## config.mk

```make
export PLATFORM = sky130hd
export DESIGN_NAME = prtp_merge
export DESIGN_NICKNAME = d
export VERILOG_FILES = /design/src/prtp_pkg.sv /design/src/prtp_merge.sv
export SDC_FILE = /design/constraint.sdc
export NUM_CORES = 1
export LEC_CHECK = 0
export ABC_AREA = 1
export BUFFER_PORTS_ARGS = -buffer_cell sky130_fd_sc_hd__buf_2
export CAP_MARGIN = 20
export CORE_MARGIN = 2
export CORE_UTILIZATION = 54
export CTS_CLUSTER_DIAMETER = 40
export DETAILED_ROUTE_END_ITERATION = 12
export PLACE_DENSITY = 0.84
export REMOVE_ABC_BUFFERS = 1
export SYNTH_ARGS = -nofsm -noshare
export SYNTH_HDL_FRONTEND = slang
export SYNTH_SLANG_ARGS = --single-unit
```

## constraint.sdc

```tcl
create_clock -name clock -period 3.88 [get_ports clock]
set_input_delay 0.194 -clock clock [delete_from_list [all_inputs] [get_ports clock]]
set_output_delay 0.194 -clock clock [all_outputs]
set_load 0.01 [all_outputs]
```

## src/prtp_pkg.sv

```systemverilog
`timescale 1ns / 1ps
`default_nettype none
// ---------------------------------------------------------------------------
// prtp_pkg
// Types and constants shared by the pixel resolve / tonemap / pack pipeline.
// ---------------------------------------------------------------------------
package prtp_pkg;

   // Register indexes of the configuration port
   localparam logic [3:0] REG_SAMPLES  = 4'd0;
   localparam logic [3:0] REG_TONE_EN  = 4'd1;
   localparam logic [3:0] REG_EXPOSURE = 4'd2;
   localparam logic [3:0] REG_CURVE    = 4'd3;

   // Output curve codes
   localparam logic [1:0] CURVE_SQRT  = 2'd0;
   localparam logic [1:0] CURVE_POWER = 2'd1;

   // 1.0 in Q16
   localparam logic [16:0] ONE_Q16 = 17'h10000;

   // ACES filmic coefficients in Q16
   localparam logic [17:0] ACES_A = 18'd164495;
   localparam logic [10:0] ACES_B = 11'd1966;
   localparam logic [17:0] ACES_C = 18'd159252;
   localparam logic [15:0] ACES_D = 16'd38666;
   localparam logic [13:0] ACES_E = 14'd9175;

   // Pipeline depths
   localparam int DIV_STAGES   = 32;
   localparam int ACES_STAGES  = 17;
   localparam int TONE_STAGES  = 3 + ACES_STAGES + 1;
   localparam int SQRT_STAGES  = 17;
   localparam int ROOT5_STAGES = 16;
   localparam int CURVE_STAGES = SQRT_STAGES + 1;
   localparam int PIPE_DEPTH   = DIV_STAGES + TONE_STAGES + CURVE_STAGES + 1;

   typedef struct packed {
      logic [31:0] red_sum;
      logic [31:0] green_sum;
      logic [31:0] blue_sum;
      logic [11:0] column;
      logic [11:0] row;
   } req_type;

   typedef struct packed {
      logic [23:0] pixel_value;
      logic [23:0] pixel_address;
   } rsp_type;

   // Settings seen by every lane
   typedef struct packed {
      logic [15:0] divisor;
      logic        tone_en;
      logic [15:0] gain;
      logic [1:0]  mode;
   } lane_cfg_type;

endpackage
`default_nettype wire

```

## src/prtp_merge.sv

```systemverilog
`timescale 1ns / 1ps
`default_nettype none
// ---------------------------------------------------------------------------
// prtp_merge
// Combine the three lanes: pick the green curve, scale each channel to a
// byte and pack 0xRRGGBB into the output register.
// ---------------------------------------------------------------------------
module prtp_merge import prtp_pkg::*; (
   input  logic        clock,
   input  logic        adv,
   input  logic [1:0]  mode,
   input  logic [16:0] red_v,
   input  logic [16:0] green_v,
   input  logic [16:0] green_root,
   input  logic [16:0] blue_v,
   output logic [23:0] pixel_out
);

   // floor(255 * v / 65536) for v up to 1.0
   function automatic logic [7:0] to_byte(input logic [16:0] v);
      logic [24:0] s;
      s = {v, 8'd0} - {8'd0, v};
      return s[23:16];
   endfunction

   logic [16:0] green_sel;
   logic [23:0] pixel_ff, pixel_in;

   // green takes the 0.8 power under the power curve
   assign green_sel = (mode == CURVE_POWER) ? green_root : green_v;
   assign pixel_in  = {to_byte(red_v), to_byte(green_sel), to_byte(blue_v)};

   always_ff @(posedge clock) begin
      if (adv) begin
         pixel_ff <= pixel_in;
      end
   end

   assign pixel_out = pixel_ff;

endmodule
`default_nettype wire

```

Word-level counts from Yosys, hierarchy flattened
Index checks and enable logic that the tools add are counted.
- add/subtract/negate cells: 3
- equality and inequality tests: 1
- multiplexer cells: 1
- operators by type and width (operator ; count):
    $sub 24x17->24 ; 3
    $mux 17 ; 1
    $eq 2x1->1 const B ; 1
- register bits: 24
- bits of input ports: 72
- output and inout port bits: 24
- logic and storage cells: 6

Logic depth before layout (Yosys ltp)
- word-level depth: 3
- gate-level depth with buffers: 17
- gate-level depth less buffers: 16

Least setup slack after synthesis
No wires, ideal clock.
- kind: input -> register
- start: input mode[1]
- end: register pixel_ff[15] (netlist: pixel_out[15]), data pin
- setup time: 252 ps
- arrival: 1684 ps
- required time: 3628 ps
- path slack: 1943 ps
- stages: 13
- buffers on the path: 1
- cell sequence: inv_4 > nand2_4 > buf_6 > o21ai_0 > ha_1 > a21oi_1 > inv_1 > nor2_1 > nand3_1 > nor2_1 > nand2_1 > nand2_1 > nand2_1
- longest elaborated chain between the ends: 3
- RTL lines (what ; line ; RTL):
    start, declared ; prtp_merge.sv:11 ; input logic [1:0] mode,
    $eq 2x1->1 ; prtp_merge.sv:30 ; assign green_sel = (mode == CURVE_POWER) ? green_root : green_v;
    $mux 17 ; prtp_merge.sv:30 ;
    $sub 24x17->24 ; prtp_merge.sv:22 ; s = {v, 8'd0} - {8'd0, v};
    named net pixel_in[15] ; prtp_merge.sv:27 ; logic [23:0] pixel_ff, pixel_in;
    end signal, assigned ; prtp_merge.sv:35 ; pixel_ff <= pixel_in;
    end, declared ; prtp_merge.sv:27 ;
The timed path passes the listed nets, and every way through them passes these cells.
A chain may end at the register's enable or synchronous reset.

Final worst setup path
- start: input mode[0]
- end: register pixel_ff[13] (netlist: pixel_out[13]), data pin
Same word-level chain as after synthesis.

==> flow_summary.yaml <==
sta:
  setup_violations: 0
  maxSlewViolCount: 0
  clock.fmax_mhz: 448
  finalSetupTns_ns: 0
  hold_viol: 0
  min_period_over_period_pct: 57.5
  min_period_ns: 2.23
  tightestPinTransition_ns: 0.512
  relSlewSlack_pct: 65.9
  rsz0062_at_grt: "false"
route:
  drc: 0
  wl_um: 7300
  antenna_left: 0
  firstDrtPassIters: 4
  num_vias: 3207
  drtIter0Drc: 149
  vias_per_cell: 5.15
  routedWlPerCell_um: 11.7
clock_tree:
  clock_path_buffers: 2
  cts_sinks: 24
  cts_tree: "built"
  path_clk_slew_ns: 0.08
  clockRootBuffer: "clkbuf_8"
  cts_buffers: 3
  cts_resized: 0
  cts-hold-fix-buffers: 0
  cts_setup_buffers: 0
  htree_levels: 1
cells_and_area:
  final_area_um2: 3530
  nFillCells: 472
  antenna_cells: 0
  nets: 649
  drive_gt1_share_pct: 25.3
  largest_register_ffs: 24
  areaGrowthSynthToFinish_pct: 18.9
global_routing:
  gr-usage-met2_pct: 42.2
  grtUsageMet3_pct: 2.18
  grt_usage_pct: 24.2
  antenna_found_initial: 0
  gr-usage-met1_pct: 31.7
  gr-total-overflow: 0
  first_global_vias: 2969
  grt_pass1_wl_um: 12200
  grt_max_degree: 31
  global_route.peak_usage_layer: "met2"
setup_path:
  crit_fanout: 30
  max_stage_delay_ns: 0.33
  startpoint_type: "input pin"
  path_buf_inv: 2
  crit_family: "compound AO/OA/AOI/OAI gates"
  cp_cell_sequence: "buf_2, nand2_4, o21ai_0, ha_1, inv_1, a21oi_1, o21ai_1, o21ai_0, nor2_1, nand2_1, nand2_1, nand2_1"
  critPathMostFrequentCell: "nand2_1"
  criticalPathCategory: "input pin to register"
  worstPathArrival_ns: 2.26
  required_ns: 3.90
  critPathSlowestCell: "ha_1"
  crit_path_end_kind: "register"
hold_path:
  min_path_type: "input pin to register"
floorplan:
  rows: 26
  fp.dieH_um: 78.2
  coreArea_um2: 5200
  start_util_pct: 57.0
  die_area_um2: 6110
  io_pins: 96
  die_x_um: 78.2
synthesis:
  ys_types: 32
  synth_top_area_cell: "edfxtp_1"
  yosysMostFrequentCell: "nand2_1"
  async_flop_share_pct: 0
  synth_cells: 460
  yosys.area.top_type_share_pct: 24.3
  synth_area_per_cell_um2: 6.45
  syn_area_um2: 2970
  yosys_warnings: 0
  ys_ff_latch: 24
  ys.flop_type: "edfxtp_1"
  synth_commonest_cells: "140 x nand2_1, 69 x inv_1, 34 x nand3_1, 34 x nor2_1"
  synth-seq-area-share_pct: 24.3
  synthTopCellsByArea: "edfxtp_1 24%, nand2_1 18%, ha_1 9.7%, inv_1 8.7%, nand3_1 5.7%"
  synth_edf_count: 24
power_and_ir_drop:
  p_leak_nw: 1.97
  irDropWorstVdd_v: 0.000185
  power.density_nw_per_um2: 262
place:
  gp_congestion: 0.943
  io_buffers: 95
  dp_hpwl_um: 6200
  dpl_cell_area_um2: 3460
flow_run:
  cap_violations: 0
status:
  status: "finished, final reports clean"
-- per-layer routing --
layer  routed length [um]  up-vias
li1                     -     1686
met1                 3240     1377
met2                 3380      135
met3                  580        9
met4                  106        0
met5                    0        -
-- cell families (layout without fill, tap and decap cells) --
kind of cell	count (synthesis)	count (layout)	share of synthesized area (%)
AO/OA/AOI/OAI	49	49	8.77
XOR/XNOR	7	7	2.06
adder cells (fa/ha/maj)	23	23	9.69
buffers and inverters	78	171	11.6
flip-flops	24	24	24.3
multiplexers	1	1	0.337
AND/OR/NAND/NOR	278	278	43.2
-- where the power goes --
part	switching [mW]	leakage [nW]	internal, mW
Combinational	0.238	1.70	0.146
Sequential	0.00776	0.234	0.323
Clock	0.0739	0.0357	0.138
Total	0.320	1.97	0.606
-- worst paths after layout --
check / start / endpoint / depth (start not counted)
worst max-delay path: mode[0] / pixel_out[13] / 12
worst min-delay path: blue_v[14] / pixel_out[6] / 3
-- worst min-delay path, cell delays in order --
cell	delay, ns
buf_2	0.09
nand2_1	0.05
nand2_1	0.06
-- metrics by stage --
step	setup slack [ns]	utilization, %	power (mW)	hold slack, ns	cells
2_1_floorplan	1.84	-	0.581	0.306	454
3_3_place_gp	1.47	66.5	0.709	0.489	619
3_5_place_dp	1.38	66.5	0.716	0.505	619
4_1_cts	1.64	67.8	0.927	0.224	623
5_1_grt	1.37	67.8	0.995	0.231	623
6_report	1.65	67.8	0.926	0.228	623
-- final cells by class --
class / instances / area, um2 / share of cell area (%)
Clock buffer: 3 / 41.3 / 1.17
Clock inverter: 1 / 30.0 / 0.850
Inverter: 72 / 273 / 7.73
Multi-Input combinational cell: 358 / 1900 / 53.9
Sequential cell: 24 / 721 / 20.4
Tap cell: 70 / 87.6 / 2.48
Timing Repair Buffer: 95 / 475 / 13.5
-- cell usage in the layout (no fill, tap or decap), types with 2 or more instances in the layout --
cell type	instances
a21oi_1	26
buf_2	95
clkbuf_8	3
edfxtp_1	24
ha_1	23
inv_1	69
inv_2	2
nand2_1	140
nand2_2	26
nand2_4	4
nand3_1	34
nand3b_1	5
nand4_1	10
nor2_1	34
nor2_2	4
nor3_1	9
nor4_1	7
o21ai_0	16
o21ai_1	2
or2_2	2
xor2_1	7
Note: power is estimated with default switching activity, not from simulation.
